[src/rtl/gdo_pkg.sv]
// Package for the Gregorian date offset block: widths, status codes, step types, month table.
package gdo_pkg;

  localparam int DAY_W  = 5;
  localparam int MON_W  = 4;
  localparam int YEAR_W = 14;
  localparam int OFF_W  = 16;
  localparam int C100_W = 7;   // year mod 100
  localparam int Q100_W = 8;   // year div 100, year below 16384

  // Reciprocal of 100 scaled by 2^20, exact for every 14-bit year
  localparam int RECIP_100  = 10486;
  localparam int RECIP_SH   = 20;
  localparam int PROD_W     = 2 * YEAR_W;

  typedef enum logic [1:0] {
    ST_OK      = 2'd0,
    ST_INVALID = 2'd1,
    ST_UNDER   = 2'd2,
    ST_OVER    = 2'd3
  } status_t;

  // Working date held between steps of the shared month stepper
  typedef struct packed {
    logic [DAY_W-1:0]  day;
    logic [MON_W-1:0]  month;
    logic [YEAR_W-1:0] year;
    logic [C100_W-1:0] c100;   // year mod 100
    logic [1:0]        q4;     // (year div 100) mod 4
    logic [OFF_W-1:0]  rem;    // days still to move
    logic              sub;    // 1: move backward
  } step_t;

  typedef struct packed {
    logic fin;   // remaining days fit in this month
    logic ovf;   // would step past December of the last year
    logic unf;   // would step before January of the first year
  } step_flags_t;

  // Length of a month; codes outside 1..12 read as zero
  function automatic logic [DAY_W-1:0] month_len(input logic [MON_W-1:0] m, input logic leap);
    logic [DAY_W-1:0] len;
    begin
      case (m)
        4'd1, 4'd3, 4'd5, 4'd7, 4'd8, 4'd10, 4'd12: len = 5'd31;
        4'd4, 4'd6, 4'd9, 4'd11: len = 5'd30;
        4'd2: len = leap ? 5'd29 : 5'd28;
        default: len = 5'd0;
      endcase
      return len;
    end
  endfunction

endpackage

[src/rtl/gdo_step_unit.sv]
// Shared month stepper: moves the working date by one month boundary or finishes it.
module gdo_step_unit #(
  parameter int MIN_YEAR = 1900,
  parameter int MAX_YEAR = 9999
) (
  input  gdo_pkg::step_t       cur,
  output gdo_pkg::step_t       nxt,
  output gdo_pkg::step_flags_t flags
);
  import gdo_pkg::*;

  localparam logic [YEAR_W-1:0] YMIN = YEAR_W'(MIN_YEAR);
  localparam logic [YEAR_W-1:0] YMAX = YEAR_W'(MAX_YEAR);

  logic             leap;
  logic [DAY_W-1:0] len_cur;
  logic [DAY_W-1:0] len_prev;
  logic [DAY_W-1:0] room;
  logic [MON_W-1:0] m_prev;
  logic [OFF_W-1:0] room_ext;
  logic [OFF_W-1:0] day_ext;

  // Leap year from tracked residues
  always_comb begin
    leap     = (cur.c100 == '0) ? (cur.q4 == 2'd0) : (cur.year[1:0] == 2'b00);
    len_cur  = month_len(cur.month, leap);
    m_prev   = (cur.month == 4'd1) ? 4'd12 : cur.month - 4'd1;
    len_prev = month_len(m_prev, leap);
    room     = len_cur - cur.day;
    room_ext = OFF_W'(room);
    day_ext  = OFF_W'(cur.day);
  end

  // One step forward or backward
  always_comb begin
    nxt   = cur;
    flags = '0;
    if (!cur.sub) begin
      if (cur.rem <= room_ext) begin
        flags.fin = 1'b1;
        nxt.day   = cur.day + cur.rem[DAY_W-1:0];
        nxt.rem   = '0;
      end else begin
        nxt.rem = cur.rem - room_ext - OFF_W'(1);
        nxt.day = DAY_W'(1);
        if (cur.month == 4'd12) begin
          flags.ovf = (cur.year == YMAX);
          nxt.month = 4'd1;
          nxt.year  = cur.year + YEAR_W'(1);
          if (cur.c100 == C100_W'(99)) begin
            nxt.c100 = '0;
            nxt.q4   = cur.q4 + 2'd1;
          end else begin
            nxt.c100 = cur.c100 + C100_W'(1);
          end
        end else begin
          nxt.month = cur.month + 4'd1;
        end
      end
    end else begin
      if (cur.rem < day_ext) begin
        flags.fin = 1'b1;
        nxt.day   = cur.day - cur.rem[DAY_W-1:0];
        nxt.rem   = '0;
      end else begin
        nxt.rem   = cur.rem - day_ext;
        nxt.month = m_prev;
        nxt.day   = len_prev;
        if (cur.month == 4'd1) begin
          flags.unf = (cur.year == YMIN);
          nxt.year  = cur.year - YEAR_W'(1);
          if (cur.c100 == '0) begin
            nxt.c100 = C100_W'(99);
            nxt.q4   = cur.q4 - 2'd1;
          end else begin
            nxt.c100 = cur.c100 - C100_W'(1);
          end
        end
      end
    end
  end

endmodule

[src/rtl/gregorian_date_offset.sv]
// Top level of the Gregorian date offset block: request sequencer around the month stepper.
//
//  channel | handshake           | payload
//  --------+---------------------+-----------------------------------------------
//  in      | in_valid / in_ready | req_type, in_day, in_month, in_year, offset_days
//  out     | out_valid/out_ready | out_day, out_month, out_year, status
//
// A request passes PREP and CHECK, then STEP once per month boundary crossed, then DONE;
// the single month stepper crosses one boundary per cycle.
// Synchronous reset returns the sequencer to idle and drops out_valid.
// One output register holds the result; a new request is taken while it waits,
// and a finished request waits in DONE until the output register is free.
module gregorian_date_offset #(
  parameter int MIN_YEAR    = 1900,
  parameter int MAX_YEAR    = 9999,
  parameter int OFFSET_BITS = 16
) (
  input  logic                        clk,
  input  logic                        rst,
  input  logic                        in_valid,
  output logic                        in_ready,
  input  logic                        req_type,
  input  logic [gdo_pkg::DAY_W-1:0]   in_day,
  input  logic [gdo_pkg::MON_W-1:0]   in_month,
  input  logic [gdo_pkg::YEAR_W-1:0]  in_year,
  input  logic [gdo_pkg::OFF_W-1:0]   offset_days,
  output logic                        out_valid,
  input  logic                        out_ready,
  output logic [gdo_pkg::DAY_W-1:0]   out_day,
  output logic [gdo_pkg::MON_W-1:0]   out_month,
  output logic [gdo_pkg::YEAR_W-1:0]  out_year,
  output logic [1:0]                  status
);
  import gdo_pkg::*;

  localparam logic [YEAR_W-1:0] YMIN = YEAR_W'(MIN_YEAR);
  localparam logic [YEAR_W-1:0] YMAX = YEAR_W'(MAX_YEAR);
  localparam logic [OFF_W-1:0]  OFF_MASK =
    (OFFSET_BITS >= OFF_W) ? {OFF_W{1'b1}} : OFF_W'((1 << OFFSET_BITS) - 1);

  typedef enum logic [2:0] {S_IDLE, S_PREP, S_CHECK, S_STEP, S_DONE} state_t;

  state_t           state;
  step_t            cur;
  step_t            nxt;
  step_flags_t      flags;
  logic [Q100_W-1:0] q100;
  logic [DAY_W-1:0]  res_day;
  logic [MON_W-1:0]  res_month;
  logic [YEAR_W-1:0] res_year;
  status_t           res_status;

  logic [PROD_W-1:0] prod;
  logic [YEAR_W-1:0] hundreds;
  logic [YEAR_W-1:0] ymod;
  logic [C100_W-1:0] c100_init;
  logic              leap_init;
  logic [DAY_W-1:0]  len_init;
  logic              date_ok;
  logic              out_free;

  gdo_step_unit #(
    .MIN_YEAR(MIN_YEAR),
    .MAX_YEAR(MAX_YEAR)
  ) u_step (
    .cur  (cur),
    .nxt  (nxt),
    .flags(flags)
  );

  // Year div 100 by reciprocal multiply
  assign prod = PROD_W'(cur.year) * PROD_W'(RECIP_100);

  // Year mod 100, leap year and date check
  always_comb begin
    hundreds  = YEAR_W'(q100) * YEAR_W'(100);
    ymod      = cur.year - hundreds;
    c100_init = ymod[C100_W-1:0];
    leap_init = (c100_init == '0) ? (q100[1:0] == 2'd0) : (cur.year[1:0] == 2'b00);
    len_init  = month_len(cur.month, leap_init);
    date_ok   = (cur.year >= YMIN) && (cur.year <= YMAX) &&
                (cur.month >= 4'd1) && (cur.month <= 4'd12) &&
                (cur.day >= DAY_W'(1)) && (cur.day <= len_init);
  end

  assign in_ready = (state == S_IDLE);
  assign out_free = !out_valid || out_ready;

  // Sequencer, working date and output register
  always_ff @(posedge clk) begin
    if (rst) begin
      state     <= S_IDLE;
      out_valid <= 1'b0;
    end else begin
      // DONE refills the output register itself when it is free
      if (out_valid && out_ready && state != S_DONE) begin
        out_valid <= 1'b0;
      end
      case (state)
        S_IDLE: begin
          if (in_valid) begin
            cur.day   <= in_day;
            cur.month <= in_month;
            cur.year  <= in_year;
            cur.rem   <= offset_days & OFF_MASK;
            cur.sub   <= req_type;
            cur.c100  <= '0;
            cur.q4    <= '0;
            state     <= S_PREP;
          end
        end
        S_PREP: begin
          q100  <= prod[RECIP_SH +: Q100_W];
          state <= S_CHECK;
        end
        S_CHECK: begin
          cur.c100 <= c100_init;
          cur.q4   <= q100[1:0];
          if (date_ok) begin
            state <= S_STEP;
          end else begin
            res_day    <= DAY_W'(1);
            res_month  <= MON_W'(1);
            res_year   <= YMIN;
            res_status <= ST_INVALID;
            state      <= S_DONE;
          end
        end
        S_STEP: begin
          if (flags.fin) begin
            res_day    <= nxt.day;
            res_month  <= nxt.month;
            res_year   <= nxt.year;
            res_status <= ST_OK;
            state      <= S_DONE;
          end else if (flags.ovf) begin
            res_day    <= DAY_W'(31);
            res_month  <= MON_W'(12);
            res_year   <= YMAX;
            res_status <= ST_OVER;
            state      <= S_DONE;
          end else if (flags.unf) begin
            res_day    <= DAY_W'(1);
            res_month  <= MON_W'(1);
            res_year   <= YMIN;
            res_status <= ST_UNDER;
            state      <= S_DONE;
          end else begin
            cur <= nxt;
          end
        end
        S_DONE: begin
          if (out_free) begin
            out_day   <= res_day;
            out_month <= res_month;
            out_year  <= res_year;
            status    <= res_status;
            out_valid <= 1'b1;
            state     <= S_IDLE;
          end
        end
        default: begin
          state <= S_IDLE;
        end
      endcase
    end
  end

endmodule

[config.mk]
export PLATFORM = sky130hd
export DESIGN_NAME = gregorian_date_offset
export DESIGN_NICKNAME = d
export VERILOG_FILES = /design/src/rtl/gdo_pkg.sv /design/src/rtl/gdo_step_unit.sv /design/src/rtl/gregorian_date_offset.sv
export SDC_FILE = /design/constraint.sdc
export NUM_CORES = 1
export LEC_CHECK = 0
export ABC_CLOCK_PERIOD_IN_PS = 10000
export BUFFER_PORTS_ARGS = -buffer_cell sky130_fd_sc_hd__buf_2
export CAP_MARGIN = 20
export CORE_MARGIN = 2
export CORE_UTILIZATION = 35
export DETAILED_ROUTE_END_ITERATION = 8
export SLEW_MARGIN = 30
export SYNTH_ARGS = -nofsm -noshare
export SYNTH_HDL_FRONTEND = slang
export SYNTH_SLANG_ARGS = --single-unit
[constraint.sdc]
create_clock -name clk -period 10 [get_ports clk]
set_input_delay 0.5 -clock clk [delete_from_list [all_inputs] [get_ports clk]]
set_output_delay 0.5 -clock clk [all_outputs]
set_load 0.03 [all_outputs]
==> run_results.csv, run 1 <==
group,metric,value,unit
drt,routedWlPerCell,19.1,um
outcome,status,"finished, final reports clean",
final_layout,diodes,0,
worst_setup_path,cpPeakStageDelay,0.68,ns
clock_tree,cts_resized,0,
sta,rsz0062_at_grt,"false",
min_path,holdPathEnd,"out_valid$_SDFF_PP0_",
pwr,leakagePower,5.10,nW
placed_design,hpwl,23.3,mm
worst_setup_path,r2r_start,"cur[19]$_DFFE_PP_",
logic_synthesis,synthArstFlopShare,0,%
global_route,grt_pass1_vias,8599,
drt,met1_length,13.7,mm
worst_setup_path,r2r_slack,3.58,ns
global_route,grt_pass1_wl,47.8,mm
sta,fmax,156,MHz
sta,finalMaxSlewViolations,0,
global_route,antenna_found_initial,1,
placed_design,place_ws,3.64,ns
clock_tree,cts_tree,"yes",
min_path,min_from,"rst",
worst_setup_path,crit_type,"flop to flop",
drt,drt_iter0_drc,663,
worst_setup_path,rr_worst_depth,22,
drt,antenna_left,0,
logic_synthesis,syn-cell-area,10900,um2
sta,report.final.hold_viol_count,0,
floorplanning,ios,71,
sta,fin_setup_tns,0,ns
pwr,p_seq_share,27.5,%
logic_synthesis,syn_inst,1111,
floorplanning,fp.dieH,181,um
pwr,pwr-share-clk,17.6,%
placed_design,placed_area,11700,um2
logic_synthesis,syn_avg_cell_area,9.85,um2
pwr,switchingPower,0.000920,W
clock_tree,clk_latency,0.37,ns
pwr,comb_power_share,54.9,%
final_layout,area_delta_synth_final,9.65,%
clock_tree,cts_setup_buffers,0,
placed_design,io_buffers,70,
global_route,grtUsageTotal,18.5,%
worst_setup_path,timing.rr.end,"cur[13]$_DFFE_PP_",
logic_synthesis,synth_nets,1382,
drt,drt-pass1-iter-count,5,
pwr,irDropWorstVdd,105,uV
min_path,hold_depth,2,
pwr,switching_share,43.5,%
pwr,power_density,176,nW/um2
logic_synthesis,synth.top_cell.area_share,28.5,%
worst_setup_path,path_cells,"inv_1 > ha_1 > nor3b_1 > nand2b_1 > mux2i_1 > nor4_1 > nor2_1 > ha_1 > inv_1 > fa_1 > a21o_1 > a21oi_1 > xor2_1 > ha_1 > and4b_1 > o21a_1 > o31ai_2 > buf_4 > o211ai_1 > nand2b_1 > a221oi_4 > buf_4",
sta,worst_slack,3.58,ns
sta,period_share,64.2,%
logic_synthesis,synth_commonest_cells,"ha_1 (159), inv_1 (149), edfxtp_1 (104)",
sta,setup_viol,0,
global_route,overflow,0,
logic_synthesis,synth-seq-cells,108,
worst_setup_path,cp.required,10.03,ns
clock_tree,clock_sinks,108,
drt,num_vias,8596,
run,drv_cap,0,
pwr,p_int,0.00120,W
floorplanning,die-area,32700,um2
logic_synthesis,synth_edf_count,104,
drt,highest_layer,"met5",
worst_setup_path,cp-end-kind,"flop",
worst_setup_path,crit_path_start_kind,"flop",
placed_design,dp.cells,1544,
final_layout,stdcell_area,12000,um2
floorplanning,initial_core_util,35.7,%
drt,dr_wl_met3,1.78,mm
clock_tree,clk_pin_slew,0.09,ns
logic_synthesis,synth_warnings,0,
drt,vias_per_cell,5.51,
sta,skew,0.0176,ns
global_route,grt_max_degree,45,
min_path,min-delay-path-class,"input port to flop",
clock_tree,cts.path.max_buffers,2,
clock_tree,holdBufCountCts,0,
worst_setup_path,cp_data_arrival_time,6.44,ns
worst_setup_path,cp_slowest_cell,"o211ai_1",
logic_synthesis,ys_seq_area_share,29.3,%
logic_synthesis,synth-main-ff-cell,"edfxtp_1",
logic_synthesis,yosysUniqueCellTypes,77,
clock_tree,htree_levels,3,
sta,worstMarginPinSlew,1.00,ns
final_layout,utilization,39.1,%
placed_design,globalplace.congestion,0.910,
drt,wirelength,29.8,mm
worst_setup_path,cpMostUsedCell,"ha_1",
drt,wl_met2,13.7,mm
logic_synthesis,yosys-top-cells-area,"edfxtp_1 (29%), ha_1 (18%), fa_1 (12%)",
final_layout,final.fill_count,2996,
clock_tree,cts_buffers,9,
sta,relSlewSlack,32.3,%
final_layout,final_net_count,1430,
floorplanning,die_x,181,um
logic_synthesis,yosys.area.top_type,"edfxtp_1",
drt,drc,0,
sta,finalCriticalPeriod,6.42,ns
floorplanning,placementRows,64,
logic_synthesis,post-synth-top-count-cell,"ha_1",
worst_setup_path,cp_max_fo,28,
final_layout,fin_cells,1560,
final_layout,drive_gt1_share,10.8,%
clock_tree,clock-root-buffer,"clkbuf_16",
floorplanning,core_area,30700,um2
==> layout by cell type, fill, tap and decap left out, types with 5 or more instances in the layout <==
| cell type | Yosys | routed |
|---|---|---|
| a221o_1 | 6 | 6 |
| o21a_1 | 12 | 12 |
| a2111oi_0 | 7 | 7 |
| edfxtp_1 | 104 | 104 |
| a31oi_1 | 6 | 6 |
| a221oi_1 | 8 | 7 |
| nor2_1 | 66 | 66 |
| a22oi_1 | 8 | 8 |
| clkbuf_16 | 0 | 9 |
| or3_1 | 5 | 5 |
| ha_1 | 159 | 159 |
| mux2i_1 | 5 | 5 |
| xor2_1 | 13 | 13 |
| inv_1 | 149 | 149 |
| nand4_1 | 14 | 14 |
| a21oi_1 | 51 | 51 |
| nand2b_1 | 8 | 8 |
| a211oi_1 | 13 | 13 |
| o31ai_1 | 12 | 11 |
| o21ai_0 | 35 | 35 |
| o22ai_1 | 8 | 8 |
| fa_1 | 68 | 68 |
| and3_1 | 13 | 13 |
| nand2_1 | 81 | 80 |
| nand3_1 | 27 | 27 |
| buf_2 | 4 | 70 |
| o211ai_1 | 18 | 18 |
| xnor2_1 | 26 | 26 |
| buf_4 | 1 | 8 |
| nor2b_1 | 13 | 13 |
| nor4_1 | 9 | 9 |
| nor3_1 | 28 | 26 |
| a21o_1 | 11 | 11 |
==> how the worst max path moves through the flow <==
stage / to / slack [ns] / cells past startpoint / from
3_5_place_dp: cur[15]$_DFFE_PP_ / 3.64 / 22 / cur[19]$_DFFE_PP_
5_1_grt: cur[37]$_DFFE_PP_ / 3.15 / 22 / cur[19]$_DFFE_PP_
3_3_place_gp: cur[14]$_DFFE_PP_ / 3.89 / 20 / cur[21]$_DFFE_PP_
6_report: cur[13]$_DFFE_PP_ / 3.58 / 22 / cur[19]$_DFFE_PP_
2_1_floorplan: cur[10]$_DFFE_PP_ / 2.58 / 20 / cur[21]$_DFFE_PP_
4_1_cts: cur[42]$_DFFE_PP_ / 3.64 / 20 / cur[21]$_DFFE_PP_
==> routing by layer <==
layer / vias up / global-route usage, %
met5: - / 0
met4: 2 / 5.48
met2: 286 / 29.4
li1: 4088 / -
met3: 37 / 2.54
met1: 4183 / 26.1
==> flip-flops by register name (all words and copies together), names as in the netlist, 3 cells and up <==
register and count:
out_year 14, state 3, cur 49, out_month 4
res_year 14, out_day 5, q100 5, res_month 4
res_day 5
==> power by group through the flow <==
stage	Combinational (W)	Sequential (W)	Clock [W]
5_1_grt	0.00134	0.000587	0.000395
4_1_cts	0.00117	0.000582	0.000378
3_5_place_dp	0.00116	0.000592	0
6_report	0.00116	0.000582	0.000374
2_1_floorplan	0.000860	0.000574	0
3_3_place_gp	0.00114	0.000591	0
==> logic make-up (layout without fill, tap and decap cells) <==
group	count (synthesis)	in the layout	synth area share, %
DFF	108	108	29.3
muxes	9	9	1.01
AOI/OAI and AO/OA	252	252	16.3
and+or+nand+nor	286	286	12.9
adders and majority gates	227	227	30.6
buffers and inverters	190	243	6.80
xor gates and xnor gates	39	39	3.12
==> critical path, delay by kind of cell, from the launching register on <==
family | cells | cell delay [ns]
adder cells (fa/ha/maj) | 4 | 1.10
XOR/XNOR | 1 | 0.09
buffers and inverters | 4 | 0.94
multiplexers | 1 | 0.38
flip-flops | 1 | 0.46
AND/OR/NAND/NOR | 6 | 1.16
AO/OA/AOI/OAI | 6 | 1.92
==> layout make-up <==
type / instances / area [um2] / share of cell area, %
tap: 396 / 495 / 4.13
multi-input combinational: 813 / 7030 / 58.6
clock buffer: 9 / 225 / 1.88
timing repair buffer: 78 / 410 / 3.42
sequential: 108 / 3200 / 26.7
inverter: 149 / 559 / 4.66
clock inverter: 7 / 73.8 / 0.615
==> per-stage QoR <==
step / power (W) / hold slack (ns)
finish: 0.00212 / 0.405
global placement: 0.00173 / 0.402
global route: 0.00232 / 0.424
CTS: 0.00213 / 0.404
detailed placement: 0.00176 / 0.405
floorplan: 0.00143 / 0.400
Note: power is estimated with default switching activity, not from simulation.
==> run 2, diff against run 1 <==
ABC_AREA = 1   (was unset)
ABC_CLOCK_PERIOD_IN_PS = 6100   (was 10000)
clock period = 6.1 ns   (was 10 ns; I/O delays follow)
==> run_results.csv, run 2 <==
group,metric,value,unit
worst_setup_path,crit_type,"flop to flop",
drt,antenna_left,0,
placed_design,hpwl,25.5,mm
sta,worstMarginPinSlew,0.777,ns
drt,dr_wl_met3,1.76,mm
sta,skew,0.0253,ns
drt,drt_iter0_drc,834,
floorplanning,core_area,33400,um2
clock_tree,clock-root-buffer,"clkbuf_16",
sta,rsz0062_at_grt,"false",
sta,relSlewSlack,48.2,%
logic_synthesis,synth-seq-cells,108,
final_layout,layout_common_cells,"nand2_1 (384), inv_1 (229), ha_1 (159)",
final_layout,final_net_count,1818,
placed_design,globalplace.congestion,0.906,
drt,drt-pass1-iter-count,5,
drt,wl_met2,14.6,mm
final_layout,top_register,"cur",
logic_synthesis,synthArstFlopShare,0,%
clock_tree,clk_pin_slew,0.09,ns
worst_setup_path,cp_slowest_cell,"buf_4",
final_layout,drive_gt1_share,8.76,%
drt,num_vias,9980,
drt,vias_per_cell,4.99,
clock_tree,cts_setup_buffers,0,
clock_tree,clk_latency,0.37,ns
run,drv_cap,0,
floorplanning,die_x,188,um
sta,fin_setup_tns,0,ns
worst_setup_path,cpMostUsedCell,"nand2_1",
worst_setup_path,cpPeakStageDelay,0.52,ns
logic_synthesis,ys_seq_area_share,27.0,%
global_route,grtUsageTotal,18.6,%
sta,finalCriticalPeriod,5.27,ns
sta,setup_viol,0,
drt,highest_layer,"met4",
logic_synthesis,synth_edf_count,104,
worst_setup_path,cp_data_arrival_time,5.26,ns
floorplanning,ios,71,
floorplanning,die-area,35400,um2
logic_synthesis,syn-cell-area,11900,um2
clock_tree,cts_buffers,9,
worst_setup_path,r2r_slack,0.83,ns
sta,period_share,86.3,%
drt,routedWlPerCell,16.1,um
logic_synthesis,synth_commonest_cells,"nand2_1 (385), inv_1 (229), ha_1 (159)",
worst_setup_path,crit_family,"simple AND/OR/NAND/NOR gates",
logic_synthesis,synth_warnings,0,
final_layout,largest_reg_flops,49,
clock_tree,holdBufCountCts,0,
clock_tree,cts.path.max_buffers,2,
min_path,min-delay-path-class,"input port to flop",
worst_setup_path,cp.required,6.09,ns
final_layout,final_common_cell,"nand2_1",
logic_synthesis,synth.top_cell.area_share,26.3,%
logic_synthesis,yosys-top-cells-area,"edfxtp_1 (26%), ha_1 (17%), nand2_1 (12%)",
final_layout,final.fill_count,3437,
floorplanning,initial_core_util,35.5,%
clock_tree,cts_resized,0,
floorplanning,fp.dieH,188,um
final_layout,largestRegisters,"cur: 49 flops, out_year: 14 flops, res_year: 14 flops",
worst_setup_path,cp_max_fo,39,
logic_synthesis,synth-main-ff-cell,"edfxtp_1",
floorplanning,placementRows,67,
worst_setup_path,cp-end-kind,"flop",
outcome,status,"finished, final reports clean",
placed_design,io_buffers,70,
drt,met1_length,15.4,mm
global_route,antenna_found_initial,0,
logic_synthesis,yosysUniqueCellTypes,49,
global_route,grt_max_degree,42,
clock_tree,cts_tree,"yes",
final_layout,layout.area.seq,3200,um2
drt,wirelength,32.3,mm
global_route,grt_pass1_vias,9681,
final_layout,diodes,0,
final_layout,multi_input_area,7600,um2
worst_setup_path,crit_path_start_kind,"flop",
final_layout,area_delta_synth_final,10.1,%
sta,fmax,190,MHz
logic_synthesis,syn_avg_cell_area,8.00,um2
logic_synthesis,yosys.area.top_type,"edfxtp_1",
clock_tree,htree_levels,3,
logic_synthesis,syn_inst,1483,
sta,report.final.hold_viol_count,0,
logic_synthesis,synth_nets,1754,
worst_setup_path,path_buf_inv,6,
clock_tree,clock_sinks,108,
global_route,grt_pass1_wl,52.2,mm
drt,drc,0,
sta,finalMaxSlewViolations,0,
global_route,overflow,0,
logic_synthesis,post-synth-top-count-cell,"nand2_1",
## run 2: cell count changes in the layout (fill, tap and decap cells not counted), moves of 12 or more
cell / change
nand2_1: +304
inv_1: +80
nand3_1: +56
nor2_1: +54
xor2_1: +30
o21ai_0: +29
nor3_1: -14
nand4_1: +13
nor2b_1: -13
a211oi_1: -12
## run 2: per-layer routing
metal / global-route usage, % / up-vias
met5: 0 / -
met4: 4.45 / 0
met3: 1.50 / 30
met2: 30.1 / 336
met1: 26.9 / 4681
li1: - / 4933
## run 2: cell families after synthesis
logic type	share of synthesized area, %
fa+ha+maj	28.3
simple gates	23.3
flops	27.0
xor+xnor	4.36
buf+inv	9.04
compound gates	7.99
## run 2: metrics by stage
step / std cells / setup slack [ns] / utilization (%) / hold WS [ns] / cell area, um2
finish: 2000 / 0.833 / 39.0 / 0.216 / 13100
global placement: 1984 / 1.04 / 38.1 / 0.405 / 12700
detailed placement: 1984 / 0.939 / 38.1 / 0.406 / 12700
floorplan: 1483 / 0.390 / - / 0.400 / 11900
global route: 2000 / 0.295 / 39.0 / 0.233 / 13100
CTS: 2000 / 0.878 / 39.0 / 0.202 / 13100
## run 2: path summary, 6_finish.rpt
check | start | to | cells after the start
min | in_day[4] | cur[48]$_DFFE_PP_ | 3
max reg2reg | cur[40]$_DFFE_PP_ | cur[37]$_DFFE_PP_ | 28
max | cur[40]$_DFFE_PP_ | cur[37]$_DFFE_PP_ | 28
min reg2reg | res_status[1]$_SDFFCE_PN0P_ | status[1]$_DFFE_PP_ | 0
## run 2: layout make-up
class                   instances  share of cell area (%)
inverters                     243                    7.02
well taps                     448                    4.29
flip-flops and latches        108                    24.5
repair buffers                 84                    3.49
clock buffers                   9                    1.72
clock inverters                 7                   0.757
multi-input cells            1101                    58.2
## run 2: tightest hold or removal path, cell delays in order
cell and delay, ns:
buf_2 0.08, nand2_1 0.04, nand2_1 0.05
Power of run 2 is left out: the tool's default activity adds up to more than one toggle a clock period on the data nets, which glitch-free logic cannot reach.
==> run 3, diff against run 2 <==
PLACE_DENSITY_LB_ADDON = 0.3   (was unset)
SYNTH_HIERARCHICAL = 1   (was unset)
==> run_results.csv, run 3 <==
group,metric,value,unit
clock_tree,clock_sinks,108,
logic_synthesis,synth_edf_count,104,
final_layout,layout_common_cells,"nand2_1 (574), inv_1 (261), ha_1 (145)",
clock_tree,holdBufCountCts,0,
min_path,hold_depth,2,
sta,fmax,190,MHz
logic_synthesis,syn_avg_cell_area,7.41,um2
sta,skew,0.0172,ns
global_route,overflow,0,
drt,routedWlPerCell,15.2,um
logic_synthesis,synth_nets,2006,
worst_setup_path,crit_type,"flop to flop",
floorplanning,die-area,38600,um2
worst_setup_path,cp.required,6.10,ns
global_route,met2_usage,29.6,%
logic_synthesis,synthMuxAreaShare,0,%
worst_setup_path,path_buf_inv,5,
clock_tree,cts.path.max_buffers,2,
worst_setup_path,cp_slowest_cell,"and3_2",
logic_synthesis,syn_inst,1749,
clock_tree,clock-root-buffer,"clkbuf_16",
placed_design,io_buffers,70,
min_path,holdPathEnd,"state[2]$_SDFFE_PP0P_",
clock_tree,cts_tree,"yes",
worst_setup_path,crit_path_start_kind,"flop",
clock_tree,cts_buffers,9,
worst_setup_path,cp_max_fo,25,
sta,rsz0062_at_grt,"false",
drt,drc,0,
clock_tree,clk_latency,0.38,ns
placed_design,globalplace.congestion,0.884,
global_route,grt_pass1_vias,10500,
floorplanning,initial_core_util,35.5,%
sta,finalMaxSlewViolations,0,
final_layout,top_register,"cur",
final_layout,final_common_cell,"nand2_1",
global_route,grtUsageMet3,1.83,%
drt,vias_per_cell,4.89,
logic_synthesis,ys_seq_area_share,24.7,%
drt,wirelength,34.5,mm
drt,drt_iter0_drc,747,
clock_tree,cts_resized,0,
global_route,antenna_found_initial,0,
final_layout,final_net_count,2057,
worst_setup_path,cp-end-kind,"flop",
logic_synthesis,syn-cell-area,13000,um2
logic_synthesis,synth-main-ff-cell,"edfxtp_1",
sta,setup_viol,0,
drt,num_vias,11100,
logic_synthesis,synth_top_family_by_area,"simple AND/OR/NAND/NOR gates",
sta,fin_setup_tns,0,ns
drt,antenna_left,0,
drt,drt-pass1-iter-count,6,
logic_synthesis,synth_compound_gate_area_share,7.14,%
worst_setup_path,rr_worst_depth,26,
global_route,grt_pass1_wl,55.9,mm
placed_design,hpwl,26.9,mm
floorplanning,die_x,196,um
final_layout,drive_gt1_share,9.87,%
final_layout,diodes,0,
final_layout,largestRegisters,"cur: 49 flops, out_year: 14 flops, res_year: 14 flops",
clock_tree,cts_setup_buffers,0,
floorplanning,placementRows,70,
global_route,grtUsageMet1,26.0,%
floorplanning,fp.dieH,196,um
sta,relSlewSlack,44.5,%
global_route,grt_max_degree,60,
sta,worstMarginPinSlew,0.832,ns
outcome,status,"finished, final reports clean",
run,drv_cap,0,
floorplanning,core_area,36500,um2
sta,finalCriticalPeriod,5.28,ns
final_layout,area_delta_synth_final,7.97,%
logic_synthesis,synth-seq-cells,108,
sta,report.final.hold_viol_count,0,
logic_synthesis,yosys-top-cells-area,"edfxtp_1 (24%), nand2_1 (17%), ha_1 (14%)",
clock_tree,clk_pin_slew,0.09,ns
logic_synthesis,synthArstFlopShare,0,%
worst_setup_path,crit_family,"simple AND/OR/NAND/NOR gates",
logic_synthesis,synth_commonest_cells,"nand2_1 (574), inv_1 (261), ha_1 (145)",
sta,period_share,86.5,%
worst_setup_path,r2r_slack,0.82,ns
final_layout,final.fill_count,3759,
logic_synthesis,yosys.area_share.simple,29.2,%
min_path,min_from,"rst",
worst_setup_path,cp_data_arrival_time,5.28,ns
logic_synthesis,post-synth-top-count-cell,"nand2_1",
global_route,grtUsageTotal,18.2,%
final_layout,largest_reg_flops,49,
worst_setup_path,r2r_start,"cur[19]$_DFFE_PP_",
logic_synthesis,yosysUniqueCellTypes,56,
worst_setup_path,timing.rr.end,"res_year[7]$_SDFFCE_PN0P_",
logic_synthesis,synth.top_cell.area_share,24.1,%
logic_synthesis,yosys.area_share.adder,24.5,%
logic_synthesis,yosys.area.top_type,"edfxtp_1",
global_route,busiest_layer,"met2",
logic_synthesis,synth_xor_area_share,3.58,%
worst_setup_path,cpPeakStageDelay,0.59,ns
min_path,min-delay-path-class,"input port to flop",
floorplanning,ios,71,
clock_tree,htree_levels,3,
logic_synthesis,synth_warnings,6,
==> run 3: logic make-up after synthesis <==
kind of cell / Yosys count
buffers and inverters: 325
flip-flops: 108
AND/OR/NAND/NOR: 882
XOR/XNOR: 53
AO/OA/AOI/OAI: 168
adder cells (fa/ha/maj): 213
==> run 3: worst max path at each step <==
stage | end | slack [ns] | cells past startpoint | start
2_1_floorplan | cur[0]$_DFFE_PP_ | 0.65 | 25 | cur[19]$_DFFE_PP_
3_3_place_gp | res_year[8]$_SDFFCE_PN1P_ | 0.64 | 26 | cur[19]$_DFFE_PP_
3_5_place_dp | res_year[9]$_SDFFCE_PN1P_ | 0.89 | 26 | cur[19]$_DFFE_PP_
4_1_cts | res_year[13]$_SDFFCE_PN0P_ | 0.84 | 26 | cur[19]$_DFFE_PP_
5_1_grt | res_year[7]$_SDFFCE_PN0P_ | 0.26 | 25 | cur[19]$_DFFE_PP_
6_report | res_year[7]$_SDFFCE_PN0P_ | 0.82 | 26 | cur[19]$_DFFE_PP_
==> run 3: stage by stage <==
stage               utilization (%)  instances  setup slack (ns)  cell area (um2)  hold slack, ns
finish                         38.3       2272             0.823            14000           0.188
global route                   38.3       2272             0.262            14000           0.184
CTS                            38.3       2272             0.841            14000           0.170
detailed placement             37.6       2257             0.886            13700           0.407
global placement               37.6       2257             0.643            13700           0.404
floorplan                         -       1749             0.647            13000           0.374
==> run 3: per-layer routing <==
| metal | share of wire (%) | routed length (um) | vias to the layer above |
|---|---|---|---|
| met5 | 0 | 0 | - |
| li1 | - | - | 5640 |
| met4 | 1.5 | 531 | 0 |
| met2 | 46 | 15900 | 252 |
| met3 | 4.6 | 1580 | 33 |
| met1 | 48 | 16400 | 5196 |
==> run 3: cell type report <==
cell class                 count  area (um2)  share of cell area [%]
tap                          468         586                    4.18
sequential                   108        3200                    22.9
inverter                     273        1030                    7.36
clock inverter                 6        56.3                   0.402
timing repair buffer          92         528                    3.77
clock buffer                   9         225                    1.61
multi-input combinational   1316        8370                    59.8
Power of run 3 is left out for the same reason.
